===== config.mk =====
export PLATFORM = sky130hd
export DESIGN_NAME = pdvm_div_cell
export DESIGN_NICKNAME = d
export VERILOG_FILES = /design/src/sv/pdvm_pkg.sv /design/src/sv/pdvm_div_cell.sv
export SDC_FILE = /design/constraint.sdc
export NUM_CORES = 1
export LEC_CHECK = 0
export BUFFER_PORTS_ARGS = -buffer_cell sky130_fd_sc_hd__clkbuf_2
export CAP_MARGIN = 20
export CORE_ASPECT_RATIO = 0.5
export CORE_UTILIZATION = 23
export CTS_CLUSTER_DIAMETER = 30
export DETAILED_ROUTE_END_ITERATION = 8
export SKIP_CTS_REPAIR_TIMING = 1
export SLEW_MARGIN = 20
export SYNTH_ARGS = -nofsm -noshare
export SYNTH_HDL_FRONTEND = slang
export SYNTH_SLANG_ARGS = --single-unit

===== constraint.sdc =====
create_clock -name clk -period 4.1 [get_ports clk]
set_clock_uncertainty 0.15 [all_clocks]
set_input_delay 0.41 -clock clk [delete_from_list [all_inputs] [get_ports clk]]
set_output_delay 0.41 -clock clk [all_outputs]
set_load 0.02 [all_outputs]

===== src/sv/pdvm_pkg.sv =====
// ----------------------------------------------------------------------------
// pdvm_pkg
// Shared types, register codes and helpers for the perspective divide block.
// ----------------------------------------------------------------------------
`default_nettype none

package pdvm_pkg;

  localparam int unsigned DIV_CELLS = 33;
  localparam int unsigned CFG_IDX_W = 3;
  localparam int unsigned CFG_DATA_W = 17;

  localparam logic signed [31:0] Q_MAX = 32'sh7FFF_FFFF;
  localparam logic signed [31:0] Q_MIN = 32'sh8000_0000;

  // configuration register indexes
  typedef enum logic [CFG_IDX_W-1:0] {
    REG_VIEWPORT_X      = 3'd0,
    REG_VIEWPORT_Y      = 3'd1,
    REG_VIEWPORT_WIDTH  = 3'd2,
    REG_VIEWPORT_HEIGHT = 3'd3,
    REG_DEPTH_NEAR      = 3'd4,
    REG_DEPTH_FAR       = 3'd5
  } cfg_reg_t;

  // item traveling down the divider chain
  typedef struct packed {
    logic [31:0]        rem;
    logic [32:0]        quo;
    logic [31:0]        mag;
    logic               neg;
    logic               wz;
    logic signed [31:0] x;
    logic signed [31:0] y;
    logic signed [31:0] z;
  } div_t;

  // viewport and depth setup
  typedef struct packed {
    logic signed [15:0] vx;
    logic signed [15:0] vy;
    logic [14:0]        width;
    logic [14:0]        height;
    logic [16:0]        near;
    logic [16:0]        far;
  } view_cfg_t;

  // clamp a wide signed value to signed 32 bit
  function automatic logic signed [31:0] sat32(input logic signed [63:0] v);
    logic signed [31:0] r;
    if (v > 64'(Q_MAX)) r = Q_MAX;
    else if (v < 64'(Q_MIN)) r = Q_MIN;
    else r = v[31:0];
    return r;
  endfunction

endpackage

`default_nettype wire


===== src/sv/pdvm_div_cell.sv =====
// ----------------------------------------------------------------------------
// pdvm_div_cell
// One restoring-division step: produces one quotient bit of 2^32 / |w|.
// ----------------------------------------------------------------------------
`default_nettype none

module pdvm_div_cell
  import pdvm_pkg::*;
(
  input  wire logic clk,
  input  wire logic rst,
  input  wire logic adv,
  input  wire logic bit_in,
  input  wire logic in_valid,
  input  wire div_t in_data,
  output logic      out_valid,
  output div_t      out_data
);

  logic [32:0] trial;
  logic        ge;
  div_t        data_next;

  // shift in the next dividend bit and try to subtract
  always_comb begin
    trial = {in_data.rem, bit_in};
    ge = trial >= {1'b0, in_data.mag};
    data_next = in_data;
    data_next.rem = ge ? 32'(trial - {1'b0, in_data.mag}) : trial[31:0];
    data_next.quo = {in_data.quo[31:0], ge};
  end

  always_ff @(posedge clk) begin
    if (rst) begin
      out_valid <= 1'b0;
    end else if (adv) begin
      out_valid <= in_valid;
    end
    if (adv) begin
      out_data <= data_next;
    end
  end

endmodule

`default_nettype wire


; ---- Word-level counts from Yosys, hierarchy flattened
; Cells that the tools add are included.
[classes]
add_sub_neg = 1
n_mux = 1
n_lt_le_gt_ge = 1
[ops]
columns = cell, count
row1 = $ge 33x32->1, 1
row2 = $mux 32, 1
row3 = $sub 32x32->32, 1
[totals]
in_bits = 200
word_cells = 12
ff_bits = 196
output_inout_bits = 196

; ---- Longest topological paths before layout
[logic_depth]
ltp_word = 2
mapped_depth = 13

; ---- Least setup slack after synthesis
; OpenSTA, ideal clock, no wires.
[synth_path]
kind = input -> register
start = input in_data[105] in the netlist's numbering
end = register out_data[176] in the netlist's numbering (data pin)
t_arrival_ns = 2.923
path_slack_ns = 0.765
n_path_buf = 2
cell_stages = 12
path_cell_list = inv_1 ha_1 buf_2 nand4_1 or4_1 a21oi_1 nor3_1 a211oi_2 o21ai_2 o31ai_4 buf_4 mux2_1
[synth_rtl]
columns = item, line
row1 = from (decl), pdvm_div_cell.sv:15  ; input wire div_t in_data,
row2 = to (signal assigned), pdvm_div_cell.sv:40  ; out_data <= data_next;
row3 = to (decl), pdvm_div_cell.sv:17  ; output div_t out_data

==> reports/results.tsv <==
metric	value	unit
status	finished clean	
crit path kind	primary input to flop	
Cell Area, Placed	10600	sq um
Yosys cell types	48	
Vert. Die Dim	135	um
first-pass GRT wire length	36300	um
Synth top area share	72.3	%
area grow syn2layout	56.9	%
count of flip-flops with a built-in enable after synthesis	195	
slowest stage delay, CP	540	ps
Final Max Slew Viols	0	
nets	1325	
HPWL after DPL	19800	um
post-route setup TNS	0	ps
layout cells sized above 1	40.1	%
crit-path cells	dlygate4sd3_1, clkbuf_2, ha_1, fa_1, nand2b_1, a21oi_1, o21ai_0, o311a_1, a31oi_1, a21oi_1, o41ai_1, xor2_1, mux2_1	
CTS tree	done	
hold path cells	1	
antenna violations before repair	2	
Clock H-tree levels	4	
Power per Cell Area	411	nW/um^2
yosys warns	0	
XOR/XNOR Fraction of Synth Area	2.92	%
gr usage total	13.5	%
met3 GRT Util	4.89	%
Row Count	48	
Final ANT Viol Nets	0	
Die Wd	267	um
Simple-Gate Fraction of Synth Area	5.64	%
placed cells	1399	
Synth Area in Compound Gates	9.09	%
vias in the first global route	6068	
post-synthesis mux area share	1.76	%
Mapped Area	8100	sq um
sequential area share after synthesis	72.6	%
Crit path buffers/inverters	2	
Final Util	36.7	%
synth cell count leaders	edfxtp_1 (195), a21oi_1 (54), inv_1 (38)	
FILL cells	3410	
met1 usage	14.8	%
number of synthesized register bits	196	
Initial Utilization	23.4	%
CORE AREA	34600	sq um
CP max-delay cell	dlygate4sd3_1	
DRT Pass-1 Iters	5	
Hold Path Class	primary input to flop	
largest family of logic cells by synthesized area	compound AO/OA/AOI/OAI gates	
crit start category	primary input	
pre-CTS setup slack	336	ps
RSZ-0062 raised after global routing	false	
routing usage on met2	23.9	%
CP endpoint kind	flop	
hold_ws	20.4	ps
post-route DRC violation count	0	
Final period util	95.4	%
cell area after layout	12700	sq um
IO Pins	396	
Worst IR Drop VDD	0.241	mV
total grt overflow	0	
Design Power	5.22	mW
gr busiest metal	met2	
cell depth of the worst setup path	13	
area leader, netlist	edfxtp_1	
Critical Path RT	4140	ps
CTS Sinks	196	
Finished Layout Cells	1581	
TritonCTS Buffers	17	
Worst Max-Slew Pin Slew	789	ps
final hold violations	0	
Slew headroom	47.4	%
CP Max Fanout	4	
worst path arrival time	3960	ps
syn_area_per_cell	15.0	sq um
synth top area cells	edfxtp_1 (72%), ha_1 (4.9%), a21oi_1 (3.3%)	
Worst path most repeated cell	a21oi_1	
Final Setup Violations	0	
Final Worst Setup Slack	188	ps
wire length per cell	17.0	um
IO buf count	394	
f_max	256	MHz
largest net degree at the start of global routing	96	
total die area	36000	sq um
Pleak	5.54	nW
FFs w/ async S/R, synth	0	%
CP top delay family	compound AO/OA/AOI/OAI gates	
number of cells produced by synthesis	541	
DR vias	6696	
gpl congestion	0.859	
1st-iter DRT viols	416	
drt via density	4.24	
min cycle time layout	3910	ps
CTS root buf	clkbuf_16	
top-count cell post-synth	edfxtp_1	
Synth Flop Type	edfxtp_1	
clock transition at the registers of the reported paths	70	ps
adder-cell share of the synthesized area	5.19	%
R2R cell count	2	
CTS Buffer Depth	2	
Syn Nets	774	
Max-cap violations	0	
Total Routed Length	26900	um
Worst-Skew Late Latency	450	ps
==> layout by cell type (no fill, tap or decap), types with 3 or more instances in the layout <==
cell,n
a21oi_1,54
a21o_1,12
mux2_2,6
nand4_1,7
o211ai_1,4
mux2i_1,3
nand2b_1,4
buf_4,5
inv_1,38
xnor2_1,16
o21ai_0,16
nor2_1,37
nand2_1,27
ha_1,32
inv_6,3
a31oi_1,5
o21a_1,6
a211oi_1,3
dlygate4sd3_1,149
clkbuf_16,17
xor2_1,11
edfxtp_1,195
clkbuf_2,393
nand3_1,8
inv_8,5
mux2_1,4
o21bai_1,3
nor4_1,4
==> logic make-up (layout without fill, tap and decap cells) <==
logic type / count (synthesis) / count (layout)
flops: 196 / 196
compound gates: 118 / 118
xor+xnor: 27 / 27
simple gates: 99 / 99
other cells: 0 / 1
fa+ha+maj: 33 / 33
buf+inv: 55 / 619
mux: 13 / 13
==> worst paths after layout <==
kind,from,end,slack [ps]
hold reg to reg,out_valid,out_valid,390
setup / recovery,in_data[98],out_data[193],190
setup reg to reg,out_valid,out_valid,3340
hold / removal,in_data[110],out_data[110],20
==> state kept, by name, indices dropped and copies added (netlist names) <==
register,cells
out_data,195
out_valid,1
==> where the power goes <==
part           total (mW)  internal, mW  switching [mW]
sequential           2.49          2.42          0.0681
clock                1.65         0.808           0.840
combinational        1.08         0.436           0.649
total                5.22          3.67            1.56
==> per-layer routing <==
metal | up-vias | share of wire (%)
li1 | 3137 | -
met1 | 3332 | 37
met2 | 176 | 55
met3 | 49 | 5.4
met4 | 2 | 2.5
met5 | - | 0.074
==> cell type report <==
| class | count | area (sq um) | area share [%] |
|---|---|---|---|
| clock buffers | 17 | 425 | 3.35 |
| repair buffers | 549 | 3530 | 27.8 |
| multi-input cells | 290 | 1990 | 15.7 |
| inverters | 38 | 143 | 1.12 |
| well taps | 475 | 594 | 4.68 |
| clock inverters | 15 | 141 | 1.11 |
| diodes | 1 | 2.50 | 0.0197 |
| flip-flops and latches | 196 | 5880 | 46.3 |
(Power assumes the default switching activity.)
